[src/rtl/u8u16_pkg.sv]
// Shared types, constants and helper functions of the UTF-8 to UTF-16 transcoder.
`default_nettype none
package u8u16_pkg;

  localparam int unsigned MAX_INPUT_BYTES = 1048576;
  localparam int unsigned IN_CNT_W        = $clog2(MAX_INPUT_BYTES + 1);
  localparam logic [IN_CNT_W:0] MAX_IN_CMP = (IN_CNT_W + 1)'(MAX_INPUT_BYTES);

  localparam int unsigned OUT_CNT_W = 22;
  localparam int unsigned CAP_W     = 24;
  localparam int unsigned PEND_W    = 24;

  localparam int unsigned RES_DEPTH = 8;
  localparam int unsigned RES_PTR_W = $clog2(RES_DEPTH);
  localparam int unsigned RES_CNT_W = $clog2(RES_DEPTH + 1);
  localparam int unsigned MAX_RES   = 3;

  // Result kinds.
  localparam logic [1:0] KIND_UNIT    = 2'd0;
  localparam logic [1:0] KIND_SUCCESS = 2'd1;
  localparam logic [1:0] KIND_INVALID = 2'd2;

  // Decoder phases.
  localparam logic [1:0] PH_IDLE    = 2'd0;
  localparam logic [1:0] PH_COLLECT = 2'd1;
  localparam logic [1:0] PH_BAD     = 2'd2;
  localparam logic [1:0] PH_SWALLOW = 2'd3;

  // Configuration register indexes.
  localparam logic REG_TRUNCATE = 1'b0;
  localparam logic REG_CAPACITY = 1'b1;

  localparam logic [PEND_W-1:0] SUPP_BASE = 24'h010000;
  localparam logic [15:0]       HI_SURR   = 16'hd800;
  localparam logic [15:0]       LO_SURR   = 16'hdc00;

  typedef struct packed {
    logic [OUT_CNT_W-1:0] out_bytes;
    logic                 is_last;
    logic [1:0]           kind;
    logic [15:0]          code_unit;
  } res_t;

  typedef struct packed {
    logic [1:0]           cnt;
    res_t [MAX_RES-1:0]   item;
  } push_t;

  function automatic res_t mk_unit(input logic [15:0] unit);
    res_t r;
    r.out_bytes = '0;
    r.is_last   = 1'b0;
    r.kind      = KIND_UNIT;
    r.code_unit = unit;
    return r;
  endfunction

  function automatic res_t mk_term(input logic [1:0] kind,
                                   input logic [OUT_CNT_W-1:0] outc);
    res_t r;
    r.out_bytes = (kind == KIND_SUCCESS) ? outc + OUT_CNT_W'(2) : '0;
    r.is_last   = 1'b1;
    r.kind      = kind;
    r.code_unit = '0;
    return r;
  endfunction

endpackage
`default_nettype wire

[src/rtl/u8u16_decode.sv]
// Per-byte decoder: string state registers and the single-pass step that yields up to three results.
`default_nettype none
module u8u16_decode (
  input  wire logic                           clk,
  input  wire logic                           rst_n,
  input  wire logic                           step,
  input  wire logic [7:0]                     in_byte,
  input  wire logic                           eos,
  input  wire logic                           trunc,
  input  wire logic [u8u16_pkg::CAP_W-1:0]    cap,
  output u8u16_pkg::push_t                    push
);

  logic [1:0]                         ph_r, ph_nxt;
  logic [u8u16_pkg::PEND_W-1:0]       pend_r, pend_nxt;
  logic [2:0]                         exp_r, exp_nxt;
  logic [1:0]                         have_r, have_nxt;
  logic [u8u16_pkg::IN_CNT_W-1:0]     inc_r, inc_nxt;
  logic [u8u16_pkg::OUT_CNT_W-1:0]    outc_r, outc_nxt;

  always_ff @(posedge clk) begin
    if (!rst_n) begin
      ph_r   <= u8u16_pkg::PH_IDLE;
      pend_r <= '0;
      exp_r  <= '0;
      have_r <= '0;
      inc_r  <= '0;
      outc_r <= '0;
    end else begin
      ph_r   <= ph_nxt;
      pend_r <= pend_nxt;
      exp_r  <= exp_nxt;
      have_r <= have_nxt;
      inc_r  <= inc_nxt;
      outc_r <= outc_nxt;
    end
  end

  always_comb begin
    logic                             first;
    logic                             last;
    logic                             do_term;
    logic [1:0]                       term_kind;
    logic [1:0]                       nres;
    logic [2:0]                       len;
    logic [u8u16_pkg::PEND_W-1:0]     lead;
    logic [u8u16_pkg::CAP_W-1:0]      need;
    logic [u8u16_pkg::CAP_W-1:0]      outc_ext;
    logic [1:0]                       have_upd;
    logic [u8u16_pkg::PEND_W-1:0]     pend_upd;
    logic [u8u16_pkg::PEND_W-1:0]     cp;
    logic                             bad;

    ph_nxt    = ph_r;
    pend_nxt  = pend_r;
    exp_nxt   = exp_r;
    have_nxt  = have_r;
    inc_nxt   = inc_r;
    outc_nxt  = outc_r;
    push      = '0;
    do_term   = 1'b0;
    term_kind = u8u16_pkg::KIND_SUCCESS;
    nres      = 2'd0;
    len       = 3'd0;
    lead      = '0;
    need      = u8u16_pkg::CAP_W'(2);
    outc_ext  = u8u16_pkg::CAP_W'(outc_r);
    have_upd  = have_r + 2'd1;
    pend_upd  = {pend_r[u8u16_pkg::PEND_W-7:0], in_byte[5:0]};
    cp        = pend_upd - u8u16_pkg::SUPP_BASE;
    bad       = (ph_r == u8u16_pkg::PH_BAD) || (in_byte[7:6] != 2'b10);
    first     = (inc_r == '0);
    last      = eos || (({1'b0, inc_r} + 1'b1) >= u8u16_pkg::MAX_IN_CMP);

    if (step) begin
      if (ph_r == u8u16_pkg::PH_SWALLOW) begin
        if (eos) begin
          ph_nxt   = u8u16_pkg::PH_IDLE;
          pend_nxt = '0;
          exp_nxt  = '0;
          have_nxt = '0;
          inc_nxt  = '0;
          outc_nxt = '0;
        end
      end else begin
        inc_nxt = inc_r + 1'b1;
        if (ph_r == u8u16_pkg::PH_IDLE) begin
          priority if (first && trunc && (cap == '0)) begin
            do_term   = 1'b1;
            term_kind = u8u16_pkg::KIND_INVALID;
          end else if (in_byte == 8'h00) begin
            do_term = 1'b1;
          end else if (!in_byte[7]) begin
            if (trunc && (outc_ext + need >= cap)) begin
              do_term = 1'b1;
            end else begin
              push.item[0] = u8u16_pkg::mk_unit({8'h00, in_byte});
              nres         = 2'd1;
              outc_nxt     = outc_r + u8u16_pkg::OUT_CNT_W'(2);
              do_term      = last;
            end
          end else begin
            priority if (in_byte[7:5] == 3'b110) begin
              len  = 3'd2;
              lead = u8u16_pkg::PEND_W'(in_byte[4:0]);
            end else if (in_byte[7:4] == 4'b1110) begin
              len  = 3'd3;
              lead = u8u16_pkg::PEND_W'(in_byte[3:0]);
            end else if (in_byte[7:3] == 5'b11110) begin
              len  = 3'd4;
              lead = u8u16_pkg::PEND_W'(in_byte[2:0]);
            end else begin
              len  = 3'd0;
            end
            if (len == 3'd4) begin
              need = u8u16_pkg::CAP_W'(4);
            end
            if (len == 3'd0) begin
              do_term = 1'b1;
            end else begin
              pend_nxt = lead;
              if (trunc && (outc_ext + need >= cap)) begin
                do_term = 1'b1;
              end else begin
                exp_nxt  = len;
                have_nxt = 2'd0;
                ph_nxt   = u8u16_pkg::PH_COLLECT;
                do_term  = last;
              end
            end
          end
        end else begin
          have_nxt = have_upd;
          pend_nxt = pend_upd;
          if (bad) begin
            ph_nxt = u8u16_pkg::PH_BAD;
          end
          if (({1'b0, have_upd} + 3'd1) >= exp_r) begin
            if (bad) begin
              do_term   = 1'b1;
              term_kind = u8u16_pkg::KIND_INVALID;
            end else begin
              if (pend_upd >= u8u16_pkg::SUPP_BASE) begin
                push.item[0] = u8u16_pkg::mk_unit(
                  16'(cp[u8u16_pkg::PEND_W-1:10]) + u8u16_pkg::HI_SURR);
                push.item[1] = u8u16_pkg::mk_unit(
                  {6'd0, cp[9:0]} + u8u16_pkg::LO_SURR);
                nres     = 2'd2;
                outc_nxt = outc_r + u8u16_pkg::OUT_CNT_W'(4);
              end else begin
                push.item[0] = u8u16_pkg::mk_unit(pend_upd[15:0]);
                nres         = 2'd1;
                outc_nxt     = outc_r + u8u16_pkg::OUT_CNT_W'(2);
              end
              ph_nxt   = u8u16_pkg::PH_IDLE;
              pend_nxt = '0;
              exp_nxt  = '0;
              have_nxt = '0;
              do_term  = last;
            end
          end else begin
            do_term = last;
          end
        end

        push.cnt = nres;
        if (do_term) begin
          push.item[nres] = u8u16_pkg::mk_term(term_kind, outc_nxt);
          push.cnt        = nres + 2'd1;
          if (eos) begin
            ph_nxt   = u8u16_pkg::PH_IDLE;
            pend_nxt = '0;
            exp_nxt  = '0;
            have_nxt = '0;
            inc_nxt  = '0;
            outc_nxt = '0;
          end else begin
            ph_nxt = u8u16_pkg::PH_SWALLOW;
          end
        end
      end
    end
  end

endmodule
`default_nettype wire

[src/rtl/u8u16_fifo.sv]
// Result queue: takes up to three results a cycle and hands out one a cycle while pop is asserted.
`default_nettype none
module u8u16_fifo (
  input  wire logic               clk,
  input  wire logic               rst_n,
  input  wire u8u16_pkg::push_t   push,
  input  wire logic               pop,
  output u8u16_pkg::res_t         head,
  output logic                    head_valid,
  output logic                    room
);

  u8u16_pkg::res_t                     mem_r [u8u16_pkg::RES_DEPTH];
  logic [u8u16_pkg::RES_PTR_W-1:0]     wptr_r, wptr_nxt;
  logic [u8u16_pkg::RES_PTR_W-1:0]     rptr_r, rptr_nxt;
  logic [u8u16_pkg::RES_CNT_W-1:0]     cnt_r, cnt_nxt;
  logic                                do_pop;

  assign head_valid = (cnt_r != '0);
  assign head       = mem_r[rptr_r];
  assign do_pop     = pop && head_valid;
  assign room       = (cnt_r <= u8u16_pkg::RES_CNT_W'(u8u16_pkg::RES_DEPTH
                                                      - u8u16_pkg::MAX_RES));
  assign wptr_nxt   = wptr_r + u8u16_pkg::RES_PTR_W'(push.cnt);
  assign rptr_nxt   = rptr_r + u8u16_pkg::RES_PTR_W'(do_pop);
  assign cnt_nxt    = cnt_r + u8u16_pkg::RES_CNT_W'(push.cnt)
                      - u8u16_pkg::RES_CNT_W'(do_pop);

  always_ff @(posedge clk) begin
    if (!rst_n) begin
      wptr_r <= '0;
      rptr_r <= '0;
      cnt_r  <= '0;
    end else begin
      wptr_r <= wptr_nxt;
      rptr_r <= rptr_nxt;
      cnt_r  <= cnt_nxt;
    end
  end

  always_ff @(posedge clk) begin
    for (int i = 0; i < u8u16_pkg::MAX_RES; i++) begin
      if (2'(i) < push.cnt) begin
        mem_r[wptr_r + u8u16_pkg::RES_PTR_W'(i)] <= push.item[i];
      end
    end
  end

endmodule
`default_nettype wire

[src/rtl/utf8_to_utf16_transcoder_core.sv]
// Top level of the UTF-8 to UTF-16 transcoder: stream ports, register port and input stage.
// An accepted byte is held in the input register and decoded once the result queue has room;
// its results are written into the queue, whose head drives the output stream.
// Throughput: one byte per cycle while each byte yields at most one result and out_tready
// stays high; the queue drains one result per cycle, so surrogate pairs and terminators stall.
// Reset (synchronous, active low) clears the string state, the queue and both registers.
`default_nettype none
module utf8_to_utf16_transcoder_core (
  input  wire logic        clk,
  input  wire logic        rst_n,
  input  wire logic        in_tvalid,
  output logic             in_tready,
  input  wire logic [7:0]  in_tdata,   // [7:0] in_byte
  input  wire logic        in_tlast,
  output logic             out_tvalid,
  input  wire logic        out_tready,
  output logic [39:0]      out_tdata,  // [15:0] code_unit, [37:16] out_bytes, [39:38] zero
  output logic [1:0]       out_tuser,  // [1:0] kind
  output logic             out_tlast,
  input  wire logic        cfg_psel,
  input  wire logic        cfg_penable,
  input  wire logic        cfg_pwrite,
  input  wire logic [2:0]  cfg_paddr,
  input  wire logic [31:0] cfg_pwdata,
  output logic [31:0]      cfg_prdata,
  output logic             cfg_pready
);

  logic                              trunc_r;
  logic [u8u16_pkg::CAP_W-1:0]       cap_r;
  logic                              stage_v_r;
  logic [7:0]                        stage_byte_r;
  logic                              stage_eos_r;
  logic                              fire;
  logic                              room;
  logic                              cfg_wr;
  u8u16_pkg::push_t                  push;
  u8u16_pkg::res_t                   head;

  assign cfg_pready = 1'b1;
  assign cfg_wr     = cfg_psel && cfg_penable && cfg_pwrite && cfg_pready;
  assign cfg_prdata = (cfg_paddr[2] == u8u16_pkg::REG_CAPACITY) ? 32'(cap_r) : 32'(trunc_r);

  always_ff @(posedge clk) begin
    if (!rst_n) begin
      trunc_r <= 1'b0;
      cap_r   <= '0;
    end else if (cfg_wr) begin
      if (cfg_paddr[2] == u8u16_pkg::REG_CAPACITY) begin
        cap_r <= cfg_pwdata[u8u16_pkg::CAP_W-1:0];
      end else begin
        trunc_r <= cfg_pwdata[0];
      end
    end
  end

  assign fire      = stage_v_r && room;
  assign in_tready = !stage_v_r || fire;

  always_ff @(posedge clk) begin
    if (!rst_n) begin
      stage_v_r <= 1'b0;
    end else if (in_tready) begin
      stage_v_r <= in_tvalid;
    end
  end

  always_ff @(posedge clk) begin
    if (in_tvalid && in_tready) begin
      stage_byte_r <= in_tdata;
      stage_eos_r  <= in_tlast;
    end
  end

  u8u16_decode u_decode (
    .clk     (clk),
    .rst_n   (rst_n),
    .step    (fire),
    .in_byte (stage_byte_r),
    .eos     (stage_eos_r),
    .trunc   (trunc_r),
    .cap     ({cap_r[u8u16_pkg::CAP_W-1:1], 1'b0}),
    .push    (push)
  );

  u8u16_fifo u_fifo (
    .clk        (clk),
    .rst_n      (rst_n),
    .push       (push),
    .pop        (out_tready),
    .head       (head),
    .head_valid (out_tvalid),
    .room       (room)
  );

  assign out_tdata = {2'b00, head.out_bytes, head.code_unit};
  assign out_tuser = head.kind;
  assign out_tlast = head.is_last;

endmodule
`default_nettype wire

[config.mk]
export PLATFORM = sky130hd
export DESIGN_NAME = utf8_to_utf16_transcoder_core
export DESIGN_NICKNAME = d
export VERILOG_FILES = /design/src/rtl/u8u16_pkg.sv /design/src/rtl/u8u16_decode.sv /design/src/rtl/u8u16_fifo.sv /design/src/rtl/utf8_to_utf16_transcoder_core.sv
export SDC_FILE = /design/constraint.sdc
export NUM_CORES = 1
export LEC_CHECK = 0
export BUFFER_PORTS_ARGS = -buffer_cell sky130_fd_sc_hd__buf_2
export CORE_ASPECT_RATIO = 1.75
export CORE_MARGIN = 1
export CORE_UTILIZATION = 55
export DETAILED_ROUTE_END_ITERATION = 10
export PLACE_DENSITY = 0.71
export SLEW_MARGIN = 20
export SYNTH_ARGS = -nofsm -noshare
export SYNTH_HDL_FRONTEND = slang
export SYNTH_SLANG_ARGS = --single-unit
[constraint.sdc]
create_clock -name clk -period 13.1 [get_ports clk]
set_clock_uncertainty 0.05 [all_clocks]
set_input_delay 3.275 -clock clk [delete_from_list [all_inputs] [get_ports clk]]
set_output_delay 3.275 -clock clk [all_outputs]
set_load 0.01 [all_outputs]
# == Yosys cells after proc, flatten, opt, wreduce, memory -nomap -nowiden ==
# Memory sizes are Yosys's and may differ from the RTL's. A register that Yosys moved wholly into a read port is not among the register bits.
# Cells that the tools add are included.
# totals
n_memories,1
reg_bits,119
inputBits,51
ramBits,328
# classes
reduce_logical,24
n_lt_le_gt_ge,11
bitwise_logic,1
n_eq_ne,14
n_addsub,19
mux,140
# mem_list
memory,words,word_bits,read_ports,rd_ports_with_merged_regs,wr,line_no,text
u_fifo.mem_r,8,41,1,1,3,u8u16_fifo.sv:13,u8u16_pkg::res_t mem_r [u8u16_pkg::RES_DEPTH];
# ops
operator,count
$mux 24,20
$mux 41,10
$mux 125,3
$mux 22,15
$mux 82,2
$bwmux 123,1
$mux 21,4
$demux 41 s2,1
$mux 2,39
$mux 3,24
$ge 24x24->1,2
$add 22x2->22 const B,2
$mux 16,2
$add 22x24->24,1
$ge 24x17->1 const B,1
$logic_not 24->1,1
$sub 24x17->24 const B,1
$add 22x2->23 const B,1
$add 21x1->22 const B,1
$add 22x3->22 const B,1
$ge 22x21->1 const B,1
$add 21x1->21 const B,1
$logic_not 21->1,1
$ne 4x3->1 const B,5
other kinds (34),69

# == Depth between registers and ports, before layout ==
# logic_depth
word_depth,35
depth_mapped,28
depth_no_buf,24

# == By module ==
# From an unflattened synthesis, not the netlist that was laid out.
# hier_totals
hier_cells,3636
hier_area_um2,32089.5
# by_module_without_submodules
module,area_each_um2,instances,cells_per_inst
u8u16_fifo,22530.4,1,2361
u8u16_decode,7953.9,1,1111
utf8_to_utf16_transcoder_core,1605.3,1,164

# == Worst setup path before layout ==
# No wires, ideal clock.
# synth_path
path_type,register to register
startpoint,reg stage_byte_r[4]
endpoint,"mem u_fifo.mem_r[0][0] in the netlist's numbering, enable pin"
slack_ns,3.205
t_required_ns,12.468
setup_ns,0.582
t_arrival_ns,9.263
stages_incl_launch_ff,24
path_cell_list,edfxtp_1 > clkbuf_1 > nand2_1 > or3_1 > inv_1 > ha_1 > a21oi_1 > nand2b_1 > or3_1 > clkbuf_1 > nor2_1 > xor2_1 > ha_1 > a21oi_1 > a21boi_0 > o31a_1 > nor4_2 > o21a_1 > buf_2 > buf_1 > nor2_1 > a31oi_1 > nand2_1 > o311ai_0
# synth_lines
element,line_no,text
start: declaration,utf8_to_utf16_transcoder_core.sv:32,logic [7:0] stage_byte_r;
start signal: assignment,utf8_to_utf16_transcoder_core.sv:70,stage_byte_r <= in_tdata;
end: declaration,u8u16_fifo.sv:13,

==> flow_metrics.tcl <==
set metrics [dict create \
    crit_path_frequent_cell "ha_1" \
    antenna_found_initial 0 \
    fin_ws_ps 4361 \
    die_y_um 282.5 \
    relSlewSlack_pct 18.04 \
    netlist_area_um2 24720 \
    antenna_left 0 \
    die_area_um2 45830 \
    dp_cells 2963 \
    async_reset_ff_share_pct 0 \
    gp_congestion 0.9116 \
    io_buffers 107 \
    clock_tree.root_cell "clkbuf_16" \
    synth_top_area_share_pct 40.94 \
    finalCritPeriodShare_pct 66.71 \
    max_clock_freq_mhz 114.4 \
    ioPinCount 129 \
    setup_viol 0 \
    synthFlopType "edfxtp_1" \
    yosysSeqAreaShare_pct 49.28 \
    tns_ps 0 \
    vias 19310 \
    drv_slew 0 \
    synthDistinctLibCells 93 \
    clk_latency_ps 560 \
    core_area_um2 44290 \
    clk_pin_slew_ps 70 \
    grt.total_usage_pct 30.51 \
    synthTopCellsByArea "edfxtp_1 41%, dfxtp_1 8.3%, mux4_2 7.5%, nand2_1 5.0%, nor2_1 4.8%" \
    regArea_um2 12190 \
    n_fill_cell 3560 \
    overflow 0 \
    ir_worst_vdd_mv 0.1078 \
    synth_common_cells "337 x edfxtp_1, 331 x nand2_1, 318 x nor2_1" \
    slowest_delay_ps 820 \
    crit_required_ps 13310 \
    avgRoutedWirePerCell_um 22.83 \
    avgSynthCellArea_um2 10.32 \
    path_cells "ha_1, nand3_1, nor2_1, nand2_1, xnor2_1, ha_1, a21oi_2, o21ai_0, a221oi_4, a41oi_4, o21ai_2, inv_1, ha_1, mux2_4, or4_1, nand2b_1, a211o_1, nand2_1, nor2_1" \
    grt_pass1_vias 19370 \
    holdCritPathClass "flip-flop to flip-flop" \
    drt_pass1_iterations 6 \
    cts_buffer_depth 3 \
    tritoncts "built" \
    fin_area_um2 27080 \
    areaGrowthSynthToFinish_pct 9.551 \
    rsz0062_at_grt "false" \
    start_util_pct 55.82 \
    placed_cell_area_um2 25700 \
    status "completed" \
    diodes 0 \
    die_w_um 162.3 \
    dp_hpwl_mm 45.35 \
    arrival_ps 8950 \
    crit_buf_inv 1 \
    ctsResizeCount 0 \
    hold_viol_final 0 \
    synthCells 2396 \
    power_mw 3.770 \
    drt-total-wl_mm 69.39 \
    postCtsSetupBuffers 0 \
    multi_input_area_um2 11680 \
    synth_edf_count 337 \
    leakagePower_nw 8.931 \
    htree_levels 2 \
    hold_buffers 0 \
    dpl_worst_slack_ps 4474 \
    end_kind "flip-flop" \
    yosys_warnings 0 \
    drive_gt1_share_pct 16.21 \
    finalCriticalPeriod_ps 8739 \
    crit_family "simple AND/OR/NAND/NOR gates" \
    crit_slowest_cell "nand2_1" \
    critical_path_class "flip-flop to flip-flop" \
    crit_path_start_kind "flip-flop" \
    nets 2561 \
    p_per_area_nw_per_um2 139.2 \
    critPathMaxFanout 21 \
    cts_buffers 41 \
    first_iter_violations 1667 \
    drc 0 \
    grt_pass1_wl_mm 106.2 \
    tightest_slew_ps 1225 \
    cts_sinks 440 \
    rows 102 \
    yosys.area.top_type "edfxtp_1" \
    ys_ff_latch 440 \
    vias_per_cell 6.354 \
    grt_max_degree 73 \
    synth.most_common_cell "edfxtp_1" \
    maxCapViolCount 0 \
    layout.cells.non_filler 3039 \
]
==> final cells by class <==
type	count	area share (%)
Multi-Input combinational cell	1729	43.14
Clock buffer	53	4.297
Timing Repair Buffer	148	3.114
Sequential cell	440	45.01
Inverter	74	1.026
Clock inverter	23	0.7670
Tap cell	572	2.643
==> registers in the layout (all words and copies together) (netlist names) <==
name	count
u_fifo.wptr_r	3
stage_eos_r	1
u_fifo.rptr_r	3
u_decode.ph_r	2
stage_v_r	1
u_decode.outc_r	21
u_fifo.mem_r	328
cap_r	24
u_decode.inc_r	21
u_fifo.cnt_r	4
trunc_r	1
u_decode.pend_r	18
u_decode.exp_r	3
u_decode.have_r	2
stage_byte_r	8
==> through the flow <==
stage          util [%]  hold slack [ps]
6_report          61.15            405.4
5_1_grt           61.15            442.1
4_1_cts           61.13            405.4
3_5_place_dp      58.03            396.6
3_3_place_gp      58.03            392.1
2_1_floorplan         -            381.9
==> worst register-to-register path: stages, from the launching register on <==
cell and delay (ps):
dfxtp_1 750, ha_1 390, nand3_1 330, nor2_1 570, nand2_1 160, xnor2_1 170, ha_1 330, a21oi_2 160
o21ai_0 210, a221oi_4 380, a41oi_4 260, o21ai_2 780, inv_1 360, ha_1 500, mux2_4 370, or4_1 560
nand2b_1 610, a211o_1 580, nand2_1 820, nor2_1 120
==> routing by layer <==
metal	vias to the layer above	wire, um	GRT usage [%]
met5	-	0	0
met4	0	4290	18.36
met3	277	4632	3.534
met2	927	36490	56.10
met1	9341	23980	33.34
li1	8765	-	-
==> layout by cell type, fill, tap and decap left out, drive strengths merged, types with 44 or more instances in the layout <==
cell type	netlist	final
a21oi	204	204
buf	46	148
clkbuf	124	53
dfxtp	103	103
edfxtp	337	337
ha	73	73
inv	73	76
mux2	44	44
mux4	82	82
nand2	331	331
nand3	74	74
nor2	319	319
nor3	81	81
o21ai	48	48
xnor2	47	47
==> kinds of logic (layout without fill, tap and decap cells) <==
group / count (synthesis) / in the layout / share of synthesized area [%]
simple gates: 992 / 992 / 18.75
flops: 440 / 440 / 49.28
compound gates: 410 / 410 / 10.49
buf+inv: 244 / 298 / 4.034
mux: 151 / 151 / 10.50
xor+xnor: 81 / 81 / 2.976
fa+ha+maj: 76 / 76 / 3.938
other cells: 2 / 19 / 0.03038
==> where the power goes <==
group | total [mW] | internal [mW] | leakage, nW | switching (mW)
logic | 0.890 | 0.373 | 4.48 | 0.517
clock network | 1.22 | 0.691 | 0.674 | 0.533
registers | 1.66 | 1.58 | 3.77 | 0.0802
==> worst paths after layout <==
check	endpoint	depth (start not counted)	slack, ps	start
worst max-delay path	u_fifo.mem_r[7][20]$_DFFE_PP_	19	4360	u_decode.outc_r[1]$_SDFFE_PN0P_
worst min-delay path	cap_r[0]$_SDFFE_PN0P_	2	410	cap_r[0]$_SDFFE_PN0P_
worst max register to register	u_fifo.mem_r[7][20]$_DFFE_PP_	19	4360	u_decode.outc_r[1]$_SDFFE_PN0P_
worst min register to register	cap_r[0]$_SDFFE_PN0P_	2	410	cap_r[0]$_SDFFE_PN0P_
Power figures use the tool's default switching activity.
